--- config.mk ---
export PLATFORM = sky130hd
export DESIGN_NAME = bdrgb_cmd_fifo
export DESIGN_NICKNAME = d
export VERILOG_FILES = /design/src/design/bdrgb_pkg.sv /design/src/design/bdrgb_cmd_fifo.sv
export SDC_FILE = /design/constraint.sdc
export NUM_CORES = 1
export LEC_CHECK = 0
export BUFFER_PORTS_ARGS = -buffer_cell sky130_fd_sc_hd__buf_2
export CAP_MARGIN = 40
export CORE_UTILIZATION = 34
export CTS_CLUSTER_DIAMETER = 40
export CTS_CLUSTER_SIZE = 12
export DETAILED_ROUTE_END_ITERATION = 16
export PLACE_DENSITY = 0.49
export RECOVER_POWER = 50
export SETUP_SLACK_MARGIN = 0.15
export SLEW_MARGIN = 20
export SYNTH_ARGS = -nofsm -noshare
export SYNTH_HDL_FRONTEND = slang
export SYNTH_SLANG_ARGS = --single-unit
export TNS_END_PERCENT = 10
--- constraint.sdc ---
create_clock -name clock -period 2.8 [get_ports clock]
set_input_delay 0.56 -clock clock [delete_from_list [all_inputs] [get_ports clock]]
set_output_delay 0.56 -clock clock [all_outputs]
set_load 0.05 [all_outputs]
--- src/design/bdrgb_pkg.sv ---
// shared types and constants of the box downscaler
package bdrgb_pkg;

   localparam int MAX_WIDTH  = 2048;
   localparam int MAX_FACTOR = 16;

   // fixed field widths
   localparam int PIX_W      = 8;
   localparam int SCALE_W    = 5;
   localparam int SWIDTH_W   = 12;
   localparam int HEIGHT_W   = 12;
   localparam int CSR_DATA_W = 12;
   localparam int CSR_IDX_W  = 2;

   // derived widths
   localparam int FACT_W  = $clog2(MAX_FACTOR + 1);
   localparam int PH_W    = $clog2(MAX_FACTOR);
   localparam int WIDTH_W = $clog2(MAX_WIDTH + 1);
   localparam int COL_W   = $clog2(MAX_WIDTH);
   localparam int AREA_W  = $clog2(MAX_FACTOR * MAX_FACTOR + 1);
   localparam int RSUM_W  = $clog2(MAX_FACTOR * 255 + 1);
   localparam int CSUM_W  = $clog2(MAX_FACTOR * MAX_FACTOR * 255 + 1);
   localparam int DIV_W   = CSUM_W + 1;
   localparam int STEP_W  = $clog2(PIX_W);
   localparam int POS_LIM = (MAX_WIDTH > (1 << HEIGHT_W)) ? MAX_WIDTH : (1 << HEIGHT_W);
   localparam int POS_W   = $clog2(POS_LIM + MAX_FACTOR + 1);

   localparam int CMDQ_DEPTH = 4;
   localparam int CMDQ_PTR_W = $clog2(CMDQ_DEPTH);

   // register indexes
   localparam logic [CSR_IDX_W-1:0] REG_SCALE_FACTOR  = 2'd0;
   localparam logic [CSR_IDX_W-1:0] REG_SOURCE_WIDTH  = 2'd1;
   localparam logic [CSR_IDX_W-1:0] REG_SOURCE_HEIGHT = 2'd2;

   // reset values
   localparam logic [FACT_W-1:0]   RST_FACTOR = FACT_W'(2);
   localparam logic [WIDTH_W-1:0]  RST_WIDTH  = WIDTH_W'(640);
   localparam logic [HEIGHT_W-1:0] RST_HEIGHT = HEIGHT_W'(480);
   localparam logic [AREA_W-1:0]   RST_AREA   = AREA_W'(4);

   // channel 0 red, 1 green, 2 blue
   typedef logic [2:0][PIX_W-1:0]  pix3_type;
   typedef logic [2:0][RSUM_W-1:0] rsum3_type;
   typedef logic [2:0][CSUM_W-1:0] csum3_type;

   // one finished horizontal run of a square
   typedef struct packed {
      logic [COL_W-1:0] col;
      logic             first;
      logic             last;
      logic             frame_end;
      rsum3_type        sum;
   } cmd_type;

endpackage

--- src/design/bdrgb_cmd_fifo.sv ---
// short queue of run commands between front and back
module bdrgb_cmd_fifo (
   input  logic                clock,
   input  logic                reset,
   input  logic                push,
   input  bdrgb_pkg::cmd_type  push_data,
   output logic                full,
   input  logic                pop,
   output bdrgb_pkg::cmd_type  pop_data,
   output logic                empty
);

   localparam int DEPTH = bdrgb_pkg::CMDQ_DEPTH;
   localparam int PTR_W = bdrgb_pkg::CMDQ_PTR_W;

   bdrgb_pkg::cmd_type mem_ff [DEPTH];
   logic [PTR_W-1:0]   wr_ptr_ff, wr_ptr_in;
   logic [PTR_W-1:0]   rd_ptr_ff, rd_ptr_in;
   logic [PTR_W:0]     count_ff, count_in;
   logic               do_push, do_pop;

   assign full     = (count_ff == (PTR_W + 1)'(DEPTH));
   assign empty    = (count_ff == '0);
   assign do_push  = push && !full;
   assign do_pop   = pop && !empty;
   assign pop_data = mem_ff[rd_ptr_ff];

   always_comb begin
      wr_ptr_in = wr_ptr_ff;
      rd_ptr_in = rd_ptr_ff;
      count_in  = count_ff;
      if (do_push) begin
         wr_ptr_in = (wr_ptr_ff == PTR_W'(DEPTH - 1)) ? '0 : wr_ptr_ff + 1'b1;
      end
      if (do_pop) begin
         rd_ptr_in = (rd_ptr_ff == PTR_W'(DEPTH - 1)) ? '0 : rd_ptr_ff + 1'b1;
      end
      if (do_push && !do_pop) begin
         count_in = count_ff + 1'b1;
      end else if (do_pop && !do_push) begin
         count_in = count_ff - 1'b1;
      end
   end

   always_ff @(posedge clock) begin
      if (reset) begin
         wr_ptr_ff <= '0;
         rd_ptr_ff <= '0;
         count_ff  <= '0;
      end else begin
         wr_ptr_ff <= wr_ptr_in;
         rd_ptr_ff <= rd_ptr_in;
         count_ff  <= count_in;
      end
   end

   always_ff @(posedge clock) begin
      if (do_push) begin
         mem_ff[wr_ptr_ff] <= push_data;
      end
   end

endmodule

After elaboration in Yosys (flattened, before gate mapping)
Memories as Yosys holds them, arrays and structs flattened. A register that Yosys moved wholly into a read port is not among the register bits. Index checks and enable logic that the tools add are counted. Widths: inputs -> output; s select.

Register bits: 7. Latch bits: 0. Bits in writable memories: 200. Bits in read-only memories: 0. Input bits: 54. Output and inout port bits: 52. Memories kept: 1.

Memory list: mem_ff (depth 4, bits a word 50, rd ports 1, clocked after memory_dff 1, wr ports 1, line bdrgb_cmd_fifo.sv:16) `bdrgb_pkg::cmd_type mem_ff [DEPTH];`.

$add $sub $neg: 4. Multipliers: 0. Divide/modulo/power cells: 0. Order comparisons: 0. Eq/ne operators: 3. Shift-type cells: 0. Multiplexer cells: 8. Bitwise operators: 0. Reduce and logical (&&, ||, !) cells: 10.

Operators by type and width (number): $mux 2 (4); $mux 3 (2); $add 2x1->2 const B (2); $eq 2x2->1 const B (2); $logic_and 1x1->1 (4); $logic_not 1->1 (4); $add 3x1->3 const B (1); $eq 3x3->1 const B (1); $logic_not 3->1 (1); $sub 3x1->3 const B (1); $mux 1 (2); $reduce_bool 2->1 (1).

Longest topological paths before layout
Depth after elaboration: 7. Gate-level depth with buffers: 10.

Worst setup path after synthesis
No wires, ideal clock.

Kind: flip-flop to flip-flop. Start: register count_ff[0]. End: register count_ff[2]. Library setup time: 0.070 ns. Arrival: 2.207 ns. Data required time: 2.730 ns. Setup slack: 0.523 ns. Stages on the path, launching flop included: 11. Path buffers: 1. Clock period less this slack: 2.277 ns. Cell sequence: dfxtp_1 -> or3b_1 -> buf_6 -> clkinv_4 -> nor2_2 -> ha_1 -> inv_1 -> fa_1 -> xor2_1 -> or3_2 -> a21oi_1.

Word-level cells in the longest chain between the ends: 6. Elaborated cells on any way between the ends: 15. Those cells by class: 2 x add/sub; 1 x eq/ne; 2 x mux; 10 x reduce/logical.

Ends and longest elaborated chain: start: declaration (line bdrgb_cmd_fifo.sv:19) `logic [PTR_W:0] count_ff, count_in;`; start signal: assignment (line bdrgb_cmd_fifo.sv:53) `count_ff <= count_in;`; $eq 3x3->1 (*) (line bdrgb_cmd_fifo.sv:22) `assign full = (count_ff == (PTR_W + 1)'(DEPTH));`; via full (line bdrgb_cmd_fifo.sv:7) `output logic full,`; $logic_not 1->1 (*) (line bdrgb_cmd_fifo.sv:24) `assign do_push = push && !full;`; $logic_and 1x1->1 (*) (line bdrgb_cmd_fifo.sv:24); via do_push (line bdrgb_cmd_fifo.sv:20) `logic do_push, do_pop;`; $logic_not 1->1 (line bdrgb_cmd_fifo.sv:40) `end else if (do_pop && !do_push) begin`; $logic_and 1x1->1 (line bdrgb_cmd_fifo.sv:40); $reduce_bool 2->1 (no source line).

The timed path passes the listed nets; every way through them passes the cells marked *. The select of a mux whose other input is x is not followed. A chain may end at the register's enable or synchronous reset.

==> metrics.csv <==
metric,value,unit
status,finished with violations,
violations,design-rule violations,
worst_slew_pin_slew,826,ps
die_x,152,um
drv_cap,0,
antenna_found_initial,0,
placed_area,8620,sq um
drt-initial-drc-count,206,
die_y,152,um
ff2ff_path_depth,7,
crit_fanout,19,
p_leak,3.19,nW
required,2240,ps
clk_pin_slew_worst_paths,50,ps
grt_start_max_net_pins,32,
clock_latency,530,ps
grt_pass1_vias,3936,
wire_per_inst,19.4,um
gp_congestion,0.729,
yosysTopAreaCell,edfxtp_1,
hold_violations,0,
avgSynthCellArea,24.7,sq um
area_growth,25.3,%
finalCriticalPeriod,2520,ps
netlist_area,7700,sq um
cts.sinks,209,
yosys_register_bits,209,
holdCritPathClass,input pin to register,
yosys.area.top_type_share,78.0,%
timing.fmax,398,MHz
first_pass_iters,10,
synthArstFlopShare,0,%
ys_top_cells_by_area,"edfxtp_1 78%, mux4_2 15%, dfxtp_1 2.3%",
rsz0062_at_grt,false,
drc,10,
synth_fp_nets,373,
ant_nets,0,
synth-edff-count,200,
vias_per_cell,4.83,
max-slew-margin-rel,44.9,%
cts_tree,yes,
r2r_end,count_ff[2],
holdPathEnd,mem_ff[1][36],
r2r-start,count_ff[0],
start_util,34.9,%
fp.dieArea,23200,sq um
drive_gt1_share,37.2,%
min-delay-start,push_data[36],
track_usage,12.8,%
crit_path_start_kind,register,
crit_type,register to output port,
crit_arrival,1960,ps
gr-total-overflow,0,
skew,10.5,ps
finalSetupViolCount,0,
r2r_slack,360,ps
ir_drop,0.000587,V
finalCritPeriodShare,89.8,%
final_area,9640,sq um
syn_inst,312,
ios,106,
fin_nets,508,
cts_buffers,30,
hold_path_depth,1,
clock_path_buffers,3,
end_kind,output port,
core.rowCount,54,
ys.flop_type,edfxtp_1,
grt_pass1_wl,22.6,mm
root_buffer,clkbuf_16,
power_density,1080,nW/um^2
diodes,0,
synth-seq-area-share,80.4,%
numPortBuffers,105,
routed_wl,14.6,mm
via_count,3624,
synth_cell_types,27,
fp.coreArea,22000,sq um
slew_violations,0,
synth_warnings,0,
place_hpwl,8.42,mm
finalSetupTns,0,ps
cts.htree.levels,1,
[registers in the layout, indices dropped and copies added, names as in the netlist, named ones only]
signal     cells
count_ff       3
wr_ptr_ff      2
mem_ff       200
rd_ptr_ff      2
[layout by cell type (no fill, tap or decap), drive strengths merged, types with 3 or more instances in the layout]
cell	instances
edfxtp	200
clkbuf	87
buf	64
mux4	50
clkinv	10
dfxtp	9
inv	7
ha	6
bufinv	5
and3	4
clkinvlp	4
nor2	4
a21oi	3
[cell usage after synthesis (3+ instances only)]
library cell	count
buf_4	5
buf_2	5
and3_2	4
nor2_1	3
inv_1	4
mux4_2	50
a21oi_1	3
edfxtp_1	200
ha_1	6
dfxtp_1	9
[what timing repair did]
| action | in CTS | in global routing |
|---|---|---|
| endpoints found under the setup margin | 10 | 37 |
| hold buffers | 0 | 0 |
| cloned | 0 | 1 |
| setup buffers | 0 | 2 |
| resized for setup | 1 | 0 |
| endpoints found under the hold margin | 0 | 0 |
[layout make-up]
| cell class | count | area [sq um] |
|---|---|---|
| Multi-Input combinational cell | 84 | 1390 |
| Clock inverter | 21 | 263 |
| Inverter | 5 | 23.8 |
| Tap cell | 280 | 350 |
| Fill cell | 1927 | 12400 |
| Timing Repair Buffer | 117 | 636 |
| Clock buffer | 34 | 787 |
| Sequential cell | 209 | 6190 |
[through the flow]
step / power, mW / hold slack, ps / std cells / worst slack [ps] / utilization, %
after floorplan: 6.02 / 463 / 312 / 523 / -
after global placement: 6.67 / 474 / 692 / 499 / 39.2
after detailed placement: 6.70 / 484 / 692 / 361 / 39.2
after CTS: 10.6 / 219 / 747 / 118 / 44.0
after global routing: 10.9 / 271 / 750 / 146 / 43.8
final: 10.5 / 285 / 750 / 284 / 43.8
[cells by family after synthesis]
family          Yosys count  synth area share (%)
compound gates            7                 0.650
simple gates             16                  1.22
xor+xnor                  2                 0.228
flops                   209                  80.4
fa+ha+maj                 7                  1.24
buf+inv                  19                  1.41
mux                      52                  14.9
[worst max path at each step]
stage	from	endpoint	slack, ps
2_1_floorplan	count_ff[0]	count_ff[2]	520
3_3_place_gp	count_ff[0]	count_ff[2]	500
3_5_place_dp	count_ff[0]	count_ff[2]	360
4_1_cts	register	pop_data[16]	120
5_1_grt	count_ff[0]	count_ff[2]	150
6_report	register	pop_data[0]	280
[metal layers]
layer	wire length (um)	vias up	share of wire, %	GRT usage (%)
met4	336	0	2.3	3.94
li1	-	1604	-	-
met5	0	-	0	0
met3	780	29	5.4	3.24
met2	7170	95	49	21.6
met1	6270	1896	43	16.4
[power breakdown]
group / switching, mW / total (mW) / internal, mW
clock network: 1.35 / 3.84 / 2.49
registers: 0.102 / 3.89 / 3.79
logic: 1.86 / 2.72 / 0.859
[critical path: stages (launching register included)]
cell	delay, ps
dfxtp_4	420
buf_12	220
mux4_2	540
buf_2	230
No activity file was read; power rests on OpenSTA's default activity.
