$ cat src/design/bdrgb_pkg.sv
// shared types and constants of the box downscaler
package bdrgb_pkg;

   localparam int MAX_WIDTH  = 2048;
   localparam int MAX_FACTOR = 16;

   // fixed field widths
   localparam int PIX_W      = 8;
   localparam int SCALE_W    = 5;
   localparam int SWIDTH_W   = 12;
   localparam int HEIGHT_W   = 12;
   localparam int CSR_DATA_W = 12;
   localparam int CSR_IDX_W  = 2;

   // derived widths
   localparam int FACT_W  = $clog2(MAX_FACTOR + 1);
   localparam int PH_W    = $clog2(MAX_FACTOR);
   localparam int WIDTH_W = $clog2(MAX_WIDTH + 1);
   localparam int COL_W   = $clog2(MAX_WIDTH);
   localparam int AREA_W  = $clog2(MAX_FACTOR * MAX_FACTOR + 1);
   localparam int RSUM_W  = $clog2(MAX_FACTOR * 255 + 1);
   localparam int CSUM_W  = $clog2(MAX_FACTOR * MAX_FACTOR * 255 + 1);
   localparam int DIV_W   = CSUM_W + 1;
   localparam int STEP_W  = $clog2(PIX_W);
   localparam int POS_LIM = (MAX_WIDTH > (1 << HEIGHT_W)) ? MAX_WIDTH : (1 << HEIGHT_W);
   localparam int POS_W   = $clog2(POS_LIM + MAX_FACTOR + 1);

   localparam int CMDQ_DEPTH = 4;
   localparam int CMDQ_PTR_W = $clog2(CMDQ_DEPTH);

   // register indexes
   localparam logic [CSR_IDX_W-1:0] REG_SCALE_FACTOR  = 2'd0;
   localparam logic [CSR_IDX_W-1:0] REG_SOURCE_WIDTH  = 2'd1;
   localparam logic [CSR_IDX_W-1:0] REG_SOURCE_HEIGHT = 2'd2;

   // reset values
   localparam logic [FACT_W-1:0]   RST_FACTOR = FACT_W'(2);
   localparam logic [WIDTH_W-1:0]  RST_WIDTH  = WIDTH_W'(640);
   localparam logic [HEIGHT_W-1:0] RST_HEIGHT = HEIGHT_W'(480);
   localparam logic [AREA_W-1:0]   RST_AREA   = AREA_W'(4);

   // channel 0 red, 1 green, 2 blue
   typedef logic [2:0][PIX_W-1:0]  pix3_type;
   typedef logic [2:0][RSUM_W-1:0] rsum3_type;
   typedef logic [2:0][CSUM_W-1:0] csum3_type;

   // one finished horizontal run of a square
   typedef struct packed {
      logic [COL_W-1:0] col;
      logic             first;
      logic             last;
      logic             frame_end;
      rsum3_type        sum;
   } cmd_type;

endpackage

$ cat src/design/bdrgb_front.sv
// front end: registers, frame position and horizontal run sums
module bdrgb_front (
   input  logic                                  clock,
   input  logic                                  reset,
   input  logic                                  csr_write_enable,
   input  logic [bdrgb_pkg::CSR_IDX_W-1:0]       csr_index,
   input  logic [bdrgb_pkg::CSR_DATA_W-1:0]      csr_write_data,
   input  logic                                  accept,
   input  bdrgb_pkg::pix3_type                   pixel,
   output logic                                  cmd_push,
   output bdrgb_pkg::cmd_type                    cmd_data,
   output logic [bdrgb_pkg::AREA_W-1:0]          area
);

   localparam int FACT_W   = bdrgb_pkg::FACT_W;
   localparam int WIDTH_W  = bdrgb_pkg::WIDTH_W;
   localparam int HEIGHT_W = bdrgb_pkg::HEIGHT_W;
   localparam int COL_W    = bdrgb_pkg::COL_W;
   localparam int PH_W     = bdrgb_pkg::PH_W;
   localparam int POS_W    = bdrgb_pkg::POS_W;
   localparam int AREA_W   = bdrgb_pkg::AREA_W;
   localparam int RSUM_W   = bdrgb_pkg::RSUM_W;

   logic [FACT_W-1:0]   scale_ff, scale_in;
   logic [WIDTH_W-1:0]  width_ff, width_in;
   logic [HEIGHT_W-1:0] height_ff, height_in;
   logic [AREA_W-1:0]   area_ff, area_in;
   logic [COL_W-1:0]    col_ff, col_in;
   logic [HEIGHT_W-1:0] row_ff, row_in;
   logic [PH_W-1:0]     pa_ff, pa_in;
   logic [PH_W-1:0]     pd_ff, pd_in;
   logic [COL_W-1:0]    ocol_ff, ocol_in;
   bdrgb_pkg::rsum3_type rsum_ff, rsum_in, rsum_add;

   logic [POS_W-1:0] f_p, w_p, h_p, col_p1, row_p1;
   logic row_kept, col_kept, sq_done, band_done, last_col, last_row, kept;
   logic restart;
   logic [bdrgb_pkg::SCALE_W-1:0]  raw_f;
   logic [bdrgb_pkg::SWIDTH_W-1:0] raw_w;
   logic [HEIGHT_W-1:0]            raw_h;
   logic [FACT_W-1:0]              new_f;

   assign f_p    = POS_W'(scale_ff);
   assign w_p    = POS_W'(width_ff);
   assign h_p    = POS_W'(height_ff);
   assign col_p1 = POS_W'(col_ff) + 1'b1;
   assign row_p1 = POS_W'(row_ff) + 1'b1;

   // a square or band is taken only if it fits whole in the frame
   assign row_kept  = (pd_ff != '0) || (POS_W'(row_ff) + f_p <= h_p);
   assign col_kept  = (pa_ff != '0) || (POS_W'(col_ff) + f_p <= w_p);
   assign kept      = row_kept && col_kept;
   assign sq_done   = (POS_W'(pa_ff) + 1'b1 >= f_p);
   assign band_done = (POS_W'(pd_ff) + 1'b1 >= f_p);
   assign last_col  = (col_p1 + f_p > w_p);
   assign last_row  = (row_p1 + f_p > h_p);

   always_comb begin
      for (int c = 0; c < 3; c++) begin
         rsum_add[c] = rsum_ff[c] + RSUM_W'(pixel[c]);
      end
   end

   assign cmd_push           = accept && kept && sq_done;
   assign cmd_data.col       = ocol_ff;
   assign cmd_data.first     = (pd_ff == '0);
   assign cmd_data.last      = band_done;
   assign cmd_data.frame_end = band_done && last_row && last_col;
   assign cmd_data.sum       = rsum_add;
   assign area               = area_ff;

   assign raw_f = csr_write_data[bdrgb_pkg::SCALE_W-1:0];
   assign raw_w = csr_write_data[bdrgb_pkg::SWIDTH_W-1:0];
   assign raw_h = csr_write_data[HEIGHT_W-1:0];

   always_comb begin
      if (raw_f == '0) begin
         new_f = FACT_W'(1);
      end else if (32'(raw_f) > bdrgb_pkg::MAX_FACTOR) begin
         new_f = FACT_W'(bdrgb_pkg::MAX_FACTOR);
      end else begin
         new_f = FACT_W'(raw_f);
      end
   end

   always_comb begin
      scale_in  = scale_ff;
      width_in  = width_ff;
      height_in = height_ff;
      area_in   = area_ff;
      col_in    = col_ff;
      row_in    = row_ff;
      pa_in     = pa_ff;
      pd_in     = pd_ff;
      ocol_in   = ocol_ff;
      rsum_in   = rsum_ff;
      restart   = 1'b0;

      if (accept) begin
         if (kept) begin
            if (sq_done) begin
               rsum_in = '0;
               ocol_in = ocol_ff + 1'b1;
               pa_in   = '0;
            end else begin
               rsum_in = rsum_add;
               pa_in   = pa_ff + 1'b1;
            end
         end
         col_in = col_ff + 1'b1;
         if (col_p1 >= w_p) begin
            col_in  = '0;
            ocol_in = '0;
            pa_in   = '0;
            rsum_in = '0;
            if (row_kept) begin
               pd_in = band_done ? '0 : pd_ff + 1'b1;
            end
            row_in = row_ff + 1'b1;
            if (row_p1 >= h_p) begin
               row_in = '0;
               pd_in  = '0;
            end
         end
      end

      if (csr_write_enable) begin
         case (csr_index)
            bdrgb_pkg::REG_SCALE_FACTOR: begin
               scale_in = new_f;
               area_in  = AREA_W'({{FACT_W{1'b0}}, new_f} * {{FACT_W{1'b0}}, new_f});
               restart  = 1'b1;
            end
            bdrgb_pkg::REG_SOURCE_WIDTH: begin
               if (raw_w == '0) begin
                  width_in = WIDTH_W'(1);
               end else if (32'(raw_w) > bdrgb_pkg::MAX_WIDTH) begin
                  width_in = WIDTH_W'(bdrgb_pkg::MAX_WIDTH);
               end else begin
                  width_in = WIDTH_W'(raw_w);
               end
               restart = 1'b1;
            end
            bdrgb_pkg::REG_SOURCE_HEIGHT: begin
               height_in = (raw_h == '0) ? HEIGHT_W'(1) : raw_h;
               restart   = 1'b1;
            end
            default: begin
               restart = 1'b0;
            end
         endcase
      end

      if (restart) begin
         col_in  = '0;
         row_in  = '0;
         pa_in   = '0;
         pd_in   = '0;
         ocol_in = '0;
         rsum_in = '0;
      end
   end

   always_ff @(posedge clock) begin
      if (reset) begin
         scale_ff  <= bdrgb_pkg::RST_FACTOR;
         width_ff  <= bdrgb_pkg::RST_WIDTH;
         height_ff <= bdrgb_pkg::RST_HEIGHT;
         area_ff   <= bdrgb_pkg::RST_AREA;
         col_ff    <= '0;
         row_ff    <= '0;
         pa_ff     <= '0;
         pd_ff     <= '0;
         ocol_ff   <= '0;
         rsum_ff   <= '0;
      end else begin
         scale_ff  <= scale_in;
         width_ff  <= width_in;
         height_ff <= height_in;
         area_ff   <= area_in;
         col_ff    <= col_in;
         row_ff    <= row_in;
         pa_ff     <= pa_in;
         pd_ff     <= pd_in;
         ocol_ff   <= ocol_in;
         rsum_ff   <= rsum_in;
      end
   end

endmodule

$ cat config.mk
export PLATFORM = sky130hd
export DESIGN_NAME = bdrgb_front
export DESIGN_NICKNAME = d
export VERILOG_FILES = /design/src/design/bdrgb_pkg.sv /design/src/design/bdrgb_front.sv
export SDC_FILE = /design/constraint.sdc
export NUM_CORES = 1
export LEC_CHECK = 0
export BUFFER_PORTS_ARGS = -buffer_cell sky130_fd_sc_hd__buf_2
export CAP_MARGIN = 20
export CORE_ASPECT_RATIO = 1.2
export CORE_MARGIN = 4
export CORE_UTILIZATION = 55
export DETAILED_ROUTE_END_ITERATION = 12
export PLACE_DENSITY = 0.88
export SYNTH_ARGS = -nofsm -noshare
export SYNTH_HDL_FRONTEND = slang
export SYNTH_SLANG_ARGS = --single-unit
$ cat constraint.sdc
create_clock -name clock -period 3.9 [get_ports clock]
set_input_delay 0.39 -clock clock [delete_from_list [all_inputs] [get_ports clock]]
set_output_delay 0.39 -clock clock [all_outputs]
set_load 0.01 [all_outputs]
; ---- Yosys cells after proc, flatten, opt, wreduce, memory -nomap -nowiden
; Cells that the tools add are included.
; W data, S select, Z words.
[op_classes]
n_addsub = 16
n_mul = 1
magnitude_cmp = 10
n_eq_ne = 2
n_mux = 21
n_reduce_logical = 25
[op_table]
columns = operator, count
row1 = $mux W36, 3
row2 = $mux W12, 4
row3 = $mux W11, 4
row4 = $add A12 B8 Y12, 3
row5 = $add A12 B5 Y13, 2
row6 = $gt A13 B12 Y1, 2
row7 = $mux W4, 6
row8 = $add A11 B1 Y11 const B, 2
row9 = $add A12 B1 Y13 const B, 1
row10 = $add A13 B5 Y13, 1
row11 = $ge A13 B12 Y1, 1
row12 = $le A13 B12 Y1, 1
row13 = $add A11 B1 Y12 const B, 1
row14 = $add A11 B5 Y12, 1
row15 = $add A12 B1 Y12 const B, 1
row16 = $ge A12 B12 Y1, 1
row17 = $gt A12 B12 Y1 const B, 1
row18 = $le A12 B12 Y1, 1
row19 = $logic_not A12 Y1, 1
row20 = $add A4 B1 Y5 const B, 2
row21 = $ge A5 B5 Y1, 2
row22 = $mux W5, 2
row23 = $reduce_and A2 Y1, 5
row24 = $mul A5 B5 Y9, 1
row25 = 15 further kinds, 26
[word_totals]
reg_bits = 116
word_cells = 87

; ---- Longest topological paths before layout
[depth]
word_depth = 6
ltp_mapped = 18

; ---- Worst setup path after synthesis
; OpenSTA, ideal clock, no wires.
[synth_path]
kind = register -> output
startpoint = register scale_ff[1]
endpoint = output port cmd_push
arrival_ns = 3.390
path_slack_ns = 0.120
path_stages_with_launch = 16
n_path_buf = 1
cell_sequence = dfxtp_1 inv_1 fa_1 nor2b_1 o31a_1 or2_2 nand2b_1 or2_2 xnor2_1 ha_1 nand2_1 nor4_1 a21boi_1 a21bo_2 buf_2 nor2_1
[synth_via]
elab_chain_cells = 6
[synth_rtl]
columns = element, line
row1 = from (decl), bdrgb_front.sv:24  ; logic [FACT_W-1:0] scale_ff, scale_in;
row2 = from (signal assigned), bdrgb_front.sv:166  ; scale_ff <= bdrgb_pkg::RST_FACTOR;
row3 = from (signal assigned), bdrgb_front.sv:177  ; scale_ff <= scale_in;
row4 = $add A12 B5 Y13 or $add A11 B5 Y12 (tied branches), "bdrgb_front.sv:50, bdrgb_front.sv:51"
row5 = $le A13 B12 Y1 or $le A12 B12 Y1 (tied branches), "bdrgb_front.sv:50, bdrgb_front.sv:51"
row6 = "$logic_or A1 B1 Y1, on equally long branches", "bdrgb_front.sv:50, bdrgb_front.sv:51"
row7 = $logic_and A1 B1 Y1, bdrgb_front.sv:52  ; assign kept = row_kept && col_kept;
row8 = $logic_and A1 B1 Y1, bdrgb_front.sv:64  ; assign cmd_push = accept && kept && sq_done;
row9 = $logic_and A1 B1 Y1 (*), bdrgb_front.sv:64
row10 = to (decl), bdrgb_front.sv:10  ; output logic cmd_push,
; Mark *: on every way between the ends. The rest lies on a longest branch, timed or not.

; ---- Final worst setup path
[layout_path]
startpoint = register row_ff[3]
endpoint = output port cmd_push
[layout_via]
elab_chain_cells = 6
[layout_rtl]
columns = element, line
row1 = from (decl), bdrgb_front.sv:29  ; logic [HEIGHT_W-1:0] row_ff, row_in;
row2 = from (signal assigned), bdrgb_front.sv:182  ; row_ff <= row_in;
row3 = $add A12 B5 Y13, bdrgb_front.sv:50  ; assign row_kept = (pd_ff != '0) || (POS_W'(row_ff) + f_p <= h_p);
row4 = $le A13 B12 Y1, bdrgb_front.sv:50
row5 = $logic_or A1 B1 Y1, bdrgb_front.sv:50
row6 = $logic_and A1 B1 Y1, bdrgb_front.sv:52
row7 = $logic_and A1 B1 Y1 (2 in series), bdrgb_front.sv:64
; Every way passes these cells.

==> run_results.csv <==
group,metric,value,unit
outcome,outcome,"finished, violations left",
outcome,violations,"setup timing",
clocking,clkSinkCount,114,
logic_synthesis,synth_edf_count,0,
detailed_routing,drtAntennaViolNets,0,
timing,hold_viol,0,
pwr,internal_power,2.52,mW
grt,grt_overflow,0,
logic_synthesis,synth_mux_area_share,3.58,%
timing,worstMarginPinSlew,1.02,ns
job,cap_violations,0,
clocking,worstSkewPairLatency,0.43,ns
grt,grt_max_degree,39,
clocking,cts_max_path_buffers,2,
logic_synthesis,synth-xor-area-share,8.19,%
placed_design,place_area,10800,um2
grt,grt_pass1_wl,46100,um
logic_synthesis,syn_avg_cell_area,8.06,um2
detailed_routing,routed_via_density,6.38,
clocking,htree_levels,4,
setup_path,r2r_cells,17,
timing,setup_viol,55,
setup_path,crit_slowest_cell,"dfxtp_2",
setup_path,worstPathArrival,3.92,ns
timing,drv_slew,0,
detailed_routing,firstDrtPassIters,9,
floorplan,fp.dieH,154,um
floorplan,fp.dieArea,20100,um2
detailed_routing,wl_per_cell,19.7,um
setup_path,end_kind,"output pin",
placed_design,dp_hpwl,19600,um
pwr,p_seq_share,34.9,%
floorplan,initial_core_util,56.1,%
pwr,p_switching,1.00,mW
setup_path,path_class,"reg2out",
detailed_routing,vias,10188,
layout,area_delta_synth_final,24.5,%
layout,diodes,0,
setup_path,critPathMaxFanout,5,
setup_path,r2r_slack,-0.34,ns
setup_path,cp-start-kind,"flop",
floorplan,core,17500,um2
floorplan,die_x,130,um
grt,grt_usage,28.0,%
timing,rsz0062_at_grt,"true",
timing,max_slew_margin,31.1,%
pwr,swShare,28.5,%
logic_synthesis,yosys_register_bits,114,
floorplan,num_rows,53,
pwr,clockPowerShare,46.3,%
clocking,cts.clk_slew.worst_paths,0.06,ns
detailed_routing,routed_wl,31500,um
logic_synthesis,synth_compound_area_share,17.4,%
timing,fin_ws,-0.408,ns
logic_synthesis,synth_cells,1219,
detailed_routing,drt_iter0_markers,928,
logic_synthesis,synth_cell_types,73,
placed_design,io_buffers,100,
placed_design,gp_congestion,0.945,
logic_synthesis,ys.flop_type,"dfxtp_1",
clocking,cts_tree,"done",
min_path,hold_path_class,"in2reg",
min_path,hold-path-cell-count,2,
logic_synthesis,synthesis.area,9820,um2
pwr,peakVddDrop,307,uV
setup_path,crit_required,3.51,ns
floorplan,boundaryPins,102,
logic_synthesis,yosysSeqAreaShare,23.2,%
min_path,hp-start,"csr_write_data[8]",
pwr,power_frac_comb,18.8,%
timing,hold_slack,0.229,ns
timing,finalSetupTns,-10.87,ns
pwr,power.total,3.52,mW
setup_path,rr_endpoint,"ocol_ff[2]$_SDFFE_PP0P_",
min_path,holdPathEnd,"height_ff[8]$_SDFFE_PP1P_",
timing,post-route-period-util,110,%
layout,nNetsFinal,1561,
detailed_routing,drcViolationCount,0,
layout,drive_gt1_share,23.7,%
pwr,leakage,5.58,nW
pwr,p_per_area,288,nW/um2
timing,period_needed,4.31,ns
setup_path,critPathMaxStageDelay,0.37,ns
grt,grt_pass1_vias,9861,
logic_synthesis,synth_top_family_by_area,"simple AND/OR/NAND/NOR gates",
placed_design,place_ws,-0.139,ns
logic_synthesis,synthAdderAreaFrac,20.3,%
logic_synthesis,async_reset_ff_share,0,%
setup_path,path_cells,"buf_4 -> ha_1 -> inv_1 -> o21bai_1 -> a21oi_2 -> or2_4 -> nor2_1 -> xor2_1 -> ha_1 -> o21ai_0 -> o21ai_1 -> o211ai_1 -> nand4b_1 -> a21bo_4 -> nor2_1 -> buf_2",
logic_synthesis,yosys.area_share.simple,22.0,%
layout,fin_area,12200,um2
setup_path,cp-startpoint,"row_ff[3]$_SDFFE_PP0P_",
timing,clock_skew,0.0112,ns
clocking,cts_buffers,17,
setup_path,r2r_start,"row_ff[3]$_SDFFE_PP0P_",
grt,antenna_found_initial,0,
timing,fmax,232,MHz
clocking,cts_root_buf,"clkbuf_16",
logic_synthesis,yosysWarnings,0,
## synthesized netlist by cell type (15+ instances only)
cell type,number,share of area (%)
a21o_1,16,1.2
o21ai_0,35,1.8
clkbuf_1,31,1.2
nand4_1,15,0.96
nand3_1,46,2.3
xor2_1,29,2.6
nor3_1,22,1.1
nor2_1,86,3.3
dfxtp_1,114,23
a21oi_1,96,4.9
ha_1,143,18
inv_1,79,3.0
xnor2_1,61,5.4
nand2_1,150,5.7
mux2i_1,34,3.5
## repair_timing
action                     in CTS  in global routing
gates cloned                    0                  1
gates resized for setup        59                 69
hold buffers                    0                  0
pin swaps                      29                 38
buffers inserted               13                 14
setup endpoints to repair      50                 57
## cell families after synthesis
group	Yosys count
XOR/XNOR	91
AO/OA/AOI/OAI	260
AND/OR/NAND/NOR	437
flip-flops	114
multiplexers	35
buffers and inverters	128
other	1
adder cells (fa/ha/maj)	153
## power by group through the flow
stage / Sequential, mW / Combinational (mW) / Clock (mW)
floorplan: 1.25 / 0.410 / 0
global placement: 1.25 / 0.587 / 0
detailed placement: 1.25 / 0.604 / 0
CTS: 1.22 / 0.616 / 1.62
global route: 1.23 / 0.724 / 1.68
finish: 1.23 / 0.662 / 1.63
## registers in the layout, indices dropped and copies added, names as in the netlist
| register | count |
|---|---|
| rsum_ff | 36 |
| col_ff | 11 |
| area | 7 |
| height_ff | 12 |
| width_ff | 12 |
| pa_ff | 4 |
| pd_ff | 4 |
| ocol_ff | 11 |
| scale_ff | 5 |
| row_ff | 12 |
## critical path: cells and delay by family (launching register included)
kind,cells,cell delay (ns)
adders and majority gates,2,0.67
xor gates and xnor gates,1,0.23
DFF,1,0.37
and+or+nand+nor,4,0.76
AOI/OAI and AO/OA,6,1.04
buffers and inverters,3,0.41
## routing by layer
layer | up-vias | routed length [um] | global-route usage [%]
li1 | 4612 | - | -
met1 | 4827 | 11400 | 31.3
met2 | 586 | 15700 | 49.3
met3 | 163 | 2670 | 6.08
met4 | 0 | 1660 | 14.6
met5 | - | 0 | 0
## layout by cell type (no fill, tap or decap), types with 10 or more instances in the layout
cell type | Yosys | routed
o211ai_1 | 12 | 12
nor3b_1 | 11 | 11
nor2_1 | 86 | 81
mux2i_1 | 34 | 34
nand4_1 | 15 | 15
a211o_1 | 13 | 13
nor2b_1 | 13 | 12
nor3_1 | 22 | 18
a21oi_1 | 96 | 82
nand2_1 | 150 | 146
xor2_1 | 29 | 24
o21a_1 | 10 | 10
xnor2_1 | 61 | 55
buf_2 | 10 | 100
a21oi_2 | 0 | 13
inv_1 | 79 | 76
a21o_1 | 16 | 16
buf_4 | 7 | 63
ha_1 | 143 | 133
nand3_1 | 46 | 42
clkbuf_16 | 0 | 17
dfxtp_1 | 114 | 104
o21ai_0 | 35 | 32
## area by class of cell
type / instances / area [um2]
multi-input combinational: 981 / 7620
fill: 1210 / 5280
sequential: 114 / 2310
timing repair buffer: 173 / 1120
clock buffer: 22 / 474
inverter: 79 / 299
tap: 220 / 275
clock inverter: 9 / 129
## worst max-delay path by stage
stage                         endpoint  slack, ns  cells past startpoint
3_5_place_dp   ocol_ff[0]$_SDFFE_PP0P_      -0.14                     16
5_1_grt                   cmd_data[36]      -0.50                     18
3_3_place_gp   ocol_ff[0]$_SDFFE_PP0P_       0.01                     16
2_1_floorplan                 cmd_push       0.12                     15
6_report                      cmd_push      -0.41                     16
4_1_cts                   cmd_data[36]      -0.12                     16
## stage by stage
step	std cells	util [%]
detailed placement	1539	61.7
finish	1598	69.8
global placement	1539	61.7
floorplan	1222	-
global route	1598	69.8
CTS	1583	67.1
Note: power is estimated with default switching activity, not from simulation.
